$ cat src/design/tbum_pkg.sv
// Package of shared types and constants for the two-bank unaligned byte memory.
`timescale 1ns / 1ps

package tbum_pkg;

  // Byte address width; the memory holds 2**ADDR_BITS bytes.
  localparam int unsigned ADDR_BITS = 8;
  localparam int unsigned DATA_BITS = 32;
  localparam int unsigned MODE_BITS = 3;
  localparam int unsigned BYTE_BITS = 8;
  // Four byte lanes: lanes 0 and 2 form the even bank, lanes 1 and 3 the odd bank.
  localparam int unsigned LANES     = 4;
  localparam int unsigned LANE_BITS = 2;
  localparam int unsigned ROW_BITS  = ADDR_BITS - LANE_BITS;
  localparam int unsigned LANE_ROWS = 1 << ROW_BITS;
  localparam int unsigned IN_BITS   = 48;

  typedef logic [ROW_BITS-1:0]  row_t;
  typedef logic [BYTE_BITS-1:0] byte_t;

  typedef enum logic [MODE_BITS-1:0] {
    MODE_LOAD_BYTE  = 3'd0,
    MODE_LOAD_HALF  = 3'd1,
    MODE_LOAD_WORD  = 3'd2,
    MODE_STORE_BYTE = 3'd3,
    MODE_STORE_HALF = 3'd4,
    MODE_STORE_WORD = 3'd5
  } mode_e;

  // Access size held as the number of bytes minus one.
  localparam logic [LANE_BITS-1:0] SIZE_BYTE = 2'd0;
  localparam logic [LANE_BITS-1:0] SIZE_HALF = 2'd1;
  localparam logic [LANE_BITS-1:0] SIZE_WORD = 2'd3;

  // Request from the access decoder to one byte lane.
  typedef struct packed {
    logic  en;
    logic  we;
    row_t  row;
    byte_t wdata;
  } lane_req_t;

endpackage

$ cat src/design/tbum_lane.sv
// One byte lane of the memory: a row store with per-row written flags and a registered read.
`timescale 1ns / 1ps

module tbum_lane (
  input  logic                clk_i,
  input  logic                rst_ni,
  input  tbum_pkg::lane_req_t req_i,
  output tbum_pkg::byte_t     rd_data_o
);

  tbum_pkg::byte_t                      mem_q [tbum_pkg::LANE_ROWS];
  logic [tbum_pkg::LANE_ROWS-1:0]       valid_q;
  tbum_pkg::byte_t                      rd_q;

  // Rows never written since reset read as zero.
  always_ff @(posedge clk_i or negedge rst_ni) begin
    if (!rst_ni) begin
      valid_q <= '0;
    end else if (req_i.en && req_i.we) begin
      valid_q[req_i.row] <= 1'b1;
    end
  end

  always_ff @(posedge clk_i) begin
    if (req_i.en && req_i.we) begin
      mem_q[req_i.row] <= req_i.wdata;
    end
    if (req_i.en && !req_i.we) begin
      rd_q <= valid_q[req_i.row] ? mem_q[req_i.row] : '0;
    end
  end

  assign rd_data_o = rd_q;

  a_write_marks_row: assert property (@(posedge clk_i) disable iff (!rst_ni)
    req_i.en && req_i.we |=> valid_q[$past(req_i.row)])
    else $error("written row not marked valid");

  a_unwritten_reads_zero: assert property (@(posedge clk_i) disable iff (!rst_ni)
    req_i.en && !req_i.we && !valid_q[req_i.row] |=> rd_data_o == '0)
    else $error("unwritten row did not read as zero");

  a_write_needs_enable: assert property (@(posedge clk_i) disable iff (!rst_ni)
    req_i.we |-> req_i.en)
    else $error("lane write without enable");

endmodule

$ cat src/design/two_bank_unaligned_byte_memory.sv
// Top level of the two-bank unaligned byte memory with big-endian byte, half and word access.
//
//   channel   dir  payload                                    completes when
//   s_axis    in   mode, address, write_data                  tvalid && tready
//   m_axis    out  read_data (loads only)                     tvalid && tready
//
// One item is taken in every cycle while the output side keeps up. A load's result passes
// through the registered lane read and then the result register, where the bytes are
// rotated into big-endian order. Stores finish at acceptance.
// Reset clears all written flags at once, so the memory reads as zero straight away.
// A stalled result holds the output register and the read stage behind it; input is
// still taken while the read stage is empty or about to move on.
`timescale 1ns / 1ps

module two_bank_unaligned_byte_memory (
  input  logic                         clk_i,
  input  logic                         rst_ni,
  input  logic                         s_axis_tvalid,
  output logic                         s_axis_tready,
  // mode [2:0], address [10:3], write_data [42:11], zero
  input  logic [tbum_pkg::IN_BITS-1:0] s_axis_tdata,
  output logic                         m_axis_tvalid,
  input  logic                         m_axis_tready,
  output logic [31:0]                  m_axis_tdata    // read_data [31:0]
);

  logic [tbum_pkg::MODE_BITS-1:0] in_mode;
  logic [tbum_pkg::ADDR_BITS-1:0] in_addr;
  logic [tbum_pkg::DATA_BITS-1:0] in_wdata;
  logic                           accept;
  logic                           is_load;
  logic                           is_store;
  logic [tbum_pkg::LANE_BITS-1:0] size;
  logic                           s1_advance;

  logic                           s1_valid_q, s1_valid_d;
  logic [tbum_pkg::LANE_BITS-1:0] s1_base_q;
  logic [tbum_pkg::LANE_BITS-1:0] s1_size_q;
  logic                           out_valid_q, out_valid_d;
  logic [tbum_pkg::DATA_BITS-1:0] out_data_q, out_data_d;

  tbum_pkg::lane_req_t lane_req [tbum_pkg::LANES];
  tbum_pkg::byte_t     lane_rd  [tbum_pkg::LANES];
  logic [tbum_pkg::LANES-1:0] lane_en;

  assign in_mode  = s_axis_tdata[2:0];
  assign in_addr  = s_axis_tdata[10:3];
  assign in_wdata = s_axis_tdata[42:11];

  always_comb begin
    is_load  = 1'b0;
    is_store = 1'b0;
    size     = tbum_pkg::SIZE_BYTE;
    unique case (in_mode)
      tbum_pkg::MODE_LOAD_BYTE:  begin is_load  = 1'b1; size = tbum_pkg::SIZE_BYTE; end
      tbum_pkg::MODE_LOAD_HALF:  begin is_load  = 1'b1; size = tbum_pkg::SIZE_HALF; end
      tbum_pkg::MODE_LOAD_WORD:  begin is_load  = 1'b1; size = tbum_pkg::SIZE_WORD; end
      tbum_pkg::MODE_STORE_BYTE: begin is_store = 1'b1; size = tbum_pkg::SIZE_BYTE; end
      tbum_pkg::MODE_STORE_HALF: begin is_store = 1'b1; size = tbum_pkg::SIZE_HALF; end
      tbum_pkg::MODE_STORE_WORD: begin is_store = 1'b1; size = tbum_pkg::SIZE_WORD; end
      default: begin
        is_load  = 1'b0;
        is_store = 1'b0;
      end
    endcase
  end

  assign s1_advance    = !out_valid_q || m_axis_tready;
  assign s_axis_tready = !s1_valid_q || s1_advance;
  assign accept        = s_axis_tvalid && s_axis_tready;

  // Byte j of the access lives in lane (address + j) mod 4, so each lane sees at most
  // one byte and lane L carries byte (L - address) mod 4.
  for (genvar l = 0; l < tbum_pkg::LANES; l++) begin : g_lane
    logic [tbum_pkg::LANE_BITS-1:0] offs;
    logic [tbum_pkg::ADDR_BITS-1:0] byte_addr;
    logic [tbum_pkg::LANE_BITS-1:0] from_lsb;
    logic [tbum_pkg::DATA_BITS-1:0] shifted;

    assign offs      = tbum_pkg::LANE_BITS'(l) - in_addr[tbum_pkg::LANE_BITS-1:0];
    assign byte_addr = in_addr + tbum_pkg::ADDR_BITS'(offs);
    assign from_lsb  = size - offs;
    assign shifted   = in_wdata >> {from_lsb, 3'b000};
    assign lane_en[l] = accept && (is_load || is_store) && (offs <= size);

    assign lane_req[l].en    = lane_en[l];
    assign lane_req[l].we    = lane_en[l] && is_store;
    assign lane_req[l].row   = byte_addr[tbum_pkg::ADDR_BITS-1:tbum_pkg::LANE_BITS];
    assign lane_req[l].wdata = shifted[tbum_pkg::BYTE_BITS-1:0];

    tbum_lane u_lane (
      .clk_i     (clk_i),
      .rst_ni    (rst_ni),
      .req_i     (lane_req[l]),
      .rd_data_o (lane_rd[l])
    );
  end

  // Gather the bytes most significant first, starting at the lane of the address.
  always_comb begin
    logic [tbum_pkg::LANE_BITS-1:0] sel;
    logic [tbum_pkg::DATA_BITS-1:0] acc;
    acc = '0;
    for (int j = 0; j < tbum_pkg::LANES; j++) begin
      sel = s1_base_q + tbum_pkg::LANE_BITS'(j);
      if (tbum_pkg::LANE_BITS'(j) <= s1_size_q) begin
        acc = {acc[tbum_pkg::DATA_BITS-tbum_pkg::BYTE_BITS-1:0], lane_rd[sel]};
      end
    end
    out_data_d = acc;
  end

  always_comb begin
    s1_valid_d  = s1_valid_q;
    out_valid_d = out_valid_q;
    if (s1_advance) begin
      out_valid_d = s1_valid_q;
    end
    if (s_axis_tready) begin
      s1_valid_d = accept && is_load;
    end
  end

  always_ff @(posedge clk_i or negedge rst_ni) begin
    if (!rst_ni) begin
      s1_valid_q  <= 1'b0;
      out_valid_q <= 1'b0;
    end else begin
      s1_valid_q  <= s1_valid_d;
      out_valid_q <= out_valid_d;
    end
  end

  always_ff @(posedge clk_i) begin
    if (accept) begin
      s1_base_q <= in_addr[tbum_pkg::LANE_BITS-1:0];
      s1_size_q <= size;
    end
    if (s1_advance && s1_valid_q) begin
      out_data_q <= out_data_d;
    end
  end

  assign m_axis_tvalid = out_valid_q;
  assign m_axis_tdata  = out_data_q;

  a_ready_when_empty: assert property (@(posedge clk_i) disable iff (!rst_ni)
    !out_valid_q |-> s_axis_tready)
    else $error("input stalled with an empty output register");

  a_store_no_result: assert property (@(posedge clk_i) disable iff (!rst_ni)
    accept && !is_load |=> !s1_valid_q)
    else $error("non-load item entered the read stage");

  a_lane_count: assert property (@(posedge clk_i) disable iff (!rst_ni)
    accept && (is_load || is_store) |-> $countones(lane_en) == 32'(size) + 32'd1)
    else $error("lane enables do not match the access size");

endmodule
$ cat config.mk
export PLATFORM = sky130hd
export DESIGN_NAME = two_bank_unaligned_byte_memory
export DESIGN_NICKNAME = d
export VERILOG_FILES = /design/src/design/tbum_pkg.sv /design/src/design/tbum_lane.sv /design/src/design/two_bank_unaligned_byte_memory.sv
export SDC_FILE = /design/constraint.sdc
export NUM_CORES = 2
export LEC_CHECK = 0
export BUFFER_PORTS_ARGS = -buffer_cell sky130_fd_sc_hd__buf_2
export CELL_PAD_IN_SITES_DETAIL_PLACEMENT = 1
export CELL_PAD_IN_SITES_GLOBAL_PLACEMENT = 1
export CORE_MARGIN = 2
export CORE_UTILIZATION = 31
export DETAILED_ROUTE_END_ITERATION = 7
export PLACE_DENSITY_LB_ADDON = 0.1
export SLEW_MARGIN = 10
export SYNTH_ARGS = -nofsm -noshare
export SYNTH_HDL_FRONTEND = slang
export SYNTH_SLANG_ARGS = --single-unit
$ cat constraint.sdc
create_clock -name clk_i -period 4.2 [get_ports clk_i]
set_clock_uncertainty 0.05 [all_clocks]
set_input_delay 1.05 -clock clk_i [delete_from_list [all_inputs] [get_ports clk_i]]
set_output_delay 1.05 -clock clk_i [all_outputs]
set_load 0.02 [all_outputs]
==> results.cfg <==
[status]
status = finished, final reports clean

[worst_setup_path]
path_buf_inv = 7
rrSetupSlack_ns = 1.17
crit_family = compound AO/OA/AOI/OAI gates
crit_path_frequent_cell = buf_4
crit_chain = buf_2 -> buf_4 -> ha_4 -> inv_1 -> buf_4 -> mux2i_4 -> a21o_2 -> buf_4 -> buf_4 -> a221oi_1 -> nor2_1 -> o311ai_0 -> buf_4 -> a41oi_1
cp-start-kind = primary input
worstPathRequired_ns = 4.78
slowest_stage = o311ai_0
r2r_cells = 10
crit_type = primary input to flip-flop
arrival_ns = 4.30
crit_fanout = 13
critPathMaxStageDelay_ns = 0.83
cp-end-kind = flip-flop
r2r-start = s1_valid_q$_DFFE_PN0N_
rr_endpoint = g_lane[1].u_lane.mem_q[30][4]$_DFFE_PP_

[final_layout]
drive_above_1_share_pct = 33.1
fin_cells = 10800
area_growth_pct = 24.4
nFillCells = 30100
fin_nets = 6622
multi_input_area_um2 = 23400
ff_latch_area_um2 = 70000

[grt]
grt_pass1_wl_mm = 459
grt_overflow = 0
antenna_found_initial = 18
track_usage_pct = 20.8
grt_max_degree = 66
grt_pass1_vias = 59000

[sta]
final_max_slew_viol_count = 0
fin_hold_ws_ns = 0.122
fmax_ghz = 0.269
final-setup-viol-count = 0
finalHoldViolations = 0
rsz0062_at_grt = no
period_needed_ns = 3.72
layout_worst_path_cycle_share_pct = 88.5
slew_headroom_pct = 21.8
worstMarginPinSlew_ns = 1.16

[power_and_ir_drop]
p_per_area_nw_per_um2 = 505
peakVddDrop_uv = 263
leakagePower_uw = 0.0418

[clock_network]
post-cts-setup-buffer-count = 0
clock_latency_ns = 0.90
cts-hold-fix-buffers = 0
cts_buffers = 279
cts-root-buf = clkbuf_16
cts_sinks = 2374
cts.path.max_buffers = 4
cts_resized = 0
cts_tree = yes
path_clk_slew_ns = 0.06
htreeDepth = 5

[routing]
drc = 0
wl_per_cell_um = 30.1
routed_wl_mm = 324
vias = 55900
drt-initial-drc-count = 4745
vias_per_cell = 5.19
ant_nets = 0
drt_first_pass_iters = 7

[yosys]
synth_area_leaders = edfxtp_1, mux4_2, dfrtp_1
synth_common_cells = edfxtp_1, nor2_1, mux4_2
ys_seq_elements = 2374
synthCells = 5449
yosys_warnings = 0
synth-main-ff-cell = edfxtp_1
synth_most_common_cell = edfxtp_1
yosys.area.top_type = edfxtp_1
yosys.area.top_type_share_pct = 67.1
ys_types = 97
syn_area_per_cell_um2 = 17.4
synth_fp_nets = 5517
synth-seq-area-share_pct = 73.9
synth_edf_count = 2116
synth-async-reset-ratio_pct = 10.9
synth_area_um2 = 94700

[die]
start_util_pct = 31.2
die_y_um = 557
coreArea_um2 = 303000
dieArea_um2 = 310000
die_w_um = 557
ios = 86
row_count = 202

[flow_run]
cap_violations = 0

[min_path]
hp-class = primary input to async pin

[placement]
globalplace.congestion = 0.821
dp_hpwl_mm = 218
place_inst = 10300
portBuffers = 80
[layout make-up]
class	count	area share [%]
Multi-Input combinational cell	2741	19.9
Sequential cell	2374	59.4
Tap cell	3978	4.23
Antenna cell	8	0.0170
Inverter	13	0.0414
Clock inverter	131	1.13
Timing Repair Buffer	1145	8.66
Clock buffer	379	6.63
[stage by stage]
stage | utilization, % | total power (µW) | TNS [ns] | cell area (µm²) | worst slack [ns]
after floorplan | - | 31500 | 0 | 94700 | 0.0305
after global placement | 35.8 | 35600 | -10.66 | 109000 | -0.410
after detailed placement | 35.8 | 35700 | -11.48 | 109000 | -0.419
after CTS | 38.8 | 60300 | 0 | 118000 | 0.535
after global routing | 38.8 | 61500 | 0 | 118000 | 0.263
final | 38.8 | 59500 | 0 | 118000 | 0.482
[how the worst max path moves through the flow]
| stage | start | endpoint | slack [ns] | cells past startpoint |
|---|---|---|---|---|
| finish | s_axis_tdata[4] | g_lane[1].u_lane.rd_data_o[3]$_SDFFCE_PN0P_ | 0.48 | 14 |
| global route | s_axis_tdata[4] | g_lane[1].u_lane.rd_data_o[6]$_SDFFCE_PN0P_ | 0.26 | 13 |
| CTS | s_axis_tdata[4] | g_lane[1].u_lane.rd_data_o[6]$_SDFFCE_PN0P_ | 0.54 | 12 |
| detailed placement | s_axis_tdata[4] | g_lane[1].u_lane.rd_data_o[6]$_SDFFCE_PN0P_ | -0.42 | 12 |
| global placement | s_axis_tdata[3] | g_lane[0].u_lane.rd_data_o[6]$_SDFFCE_PN0P_ | -0.41 | 13 |
| floorplan | s_axis_tdata[4] | g_lane[2].u_lane.mem_q[7][0]$_DFFE_PP_ | 0.03 | 11 |
[flip-flops by register name (all words and copies together), names as in the netlist]
| name | cells |
|---|---|
| s1_size_q | 2 |
| g_lane.u_lane.mem_q | 2048 |
| m_axis_tdata | 32 |
| g_lane.u_lane.rd_data_o | 32 |
| s1_base_q | 2 |
| g_lane.u_lane.valid_q | 256 |
| m_axis_tvalid | 1 |
| s1_valid_q | 1 |
[where the power goes]
group / internal (µW) / total (µW) / switching [µW]
logic: 2680 / 7440 / 4760
registers: 27400 / 27700 / 257
clock network: 14400 / 24400 / 9920
total: 44500 / 59500 / 14900
[metal layers]
metal	wire (µm)	vias to the layer above	global-route usage [%]
met5	40	-	0
met4	8600	6	5.72
met3	13900	385	2.79
met2	155000	1239	33.9
met1	147000	30000	29.0
li1	-	24200	-
[cells by family (layout without fill, tap and decap cells)]
group	after synthesis	after routing	synth area share, %
flip-flops	2374	2374	73.9
AND/OR/NAND/NOR	1168	1168	6.05
AO/OA/AOI/OAI	921	921	7.09
multiplexers	616	616	10.9
buffers and inverters	334	1668	1.63
XOR/XNOR	20	20	0.205
adder cells (fa/ha/maj)	16	16	0.243
other	0	8	0
[cell usage in the layout (no fill, tap or decap), types with 12 or more instances in the layout]
cell       Yosys  final
edfxtp_1    2116   2116
buf_4         20    926
nor2_1       397    395
mux4_2       322    322
clkbuf_16      0    286
or2_2        260    259
dfrtp_1      258    258
a22oi_1      252    252
mux2i_1      240    240
nand2_1      219    219
buf_12         0    142
a21oi_1      127    125
o21ai_0      111    110
a221oi_1      98     98
nand3_1       83     83
buf_2        141     75
clkbuf_1     114     63
nand4_1       59     59
mux2_2        52     52
o22ai_1       52     52
a22o_1        46     46
clkinv_2       0     42
clkinv_1       0     42
o221ai_1      36     36
nor3_1        35     32
a31oi_1       30     30
clkbuf_8       0     30
o211ai_1      24     24
bufinv_16      0     22
a222oi_1      21     21
a221o_1       19     19
nand2b_1      17     17
and2_1        16     15
and3_1        15     14
nor4_1        14     14
a211oi_1      12     12
Note: power is estimated with default switching activity, not from simulation.
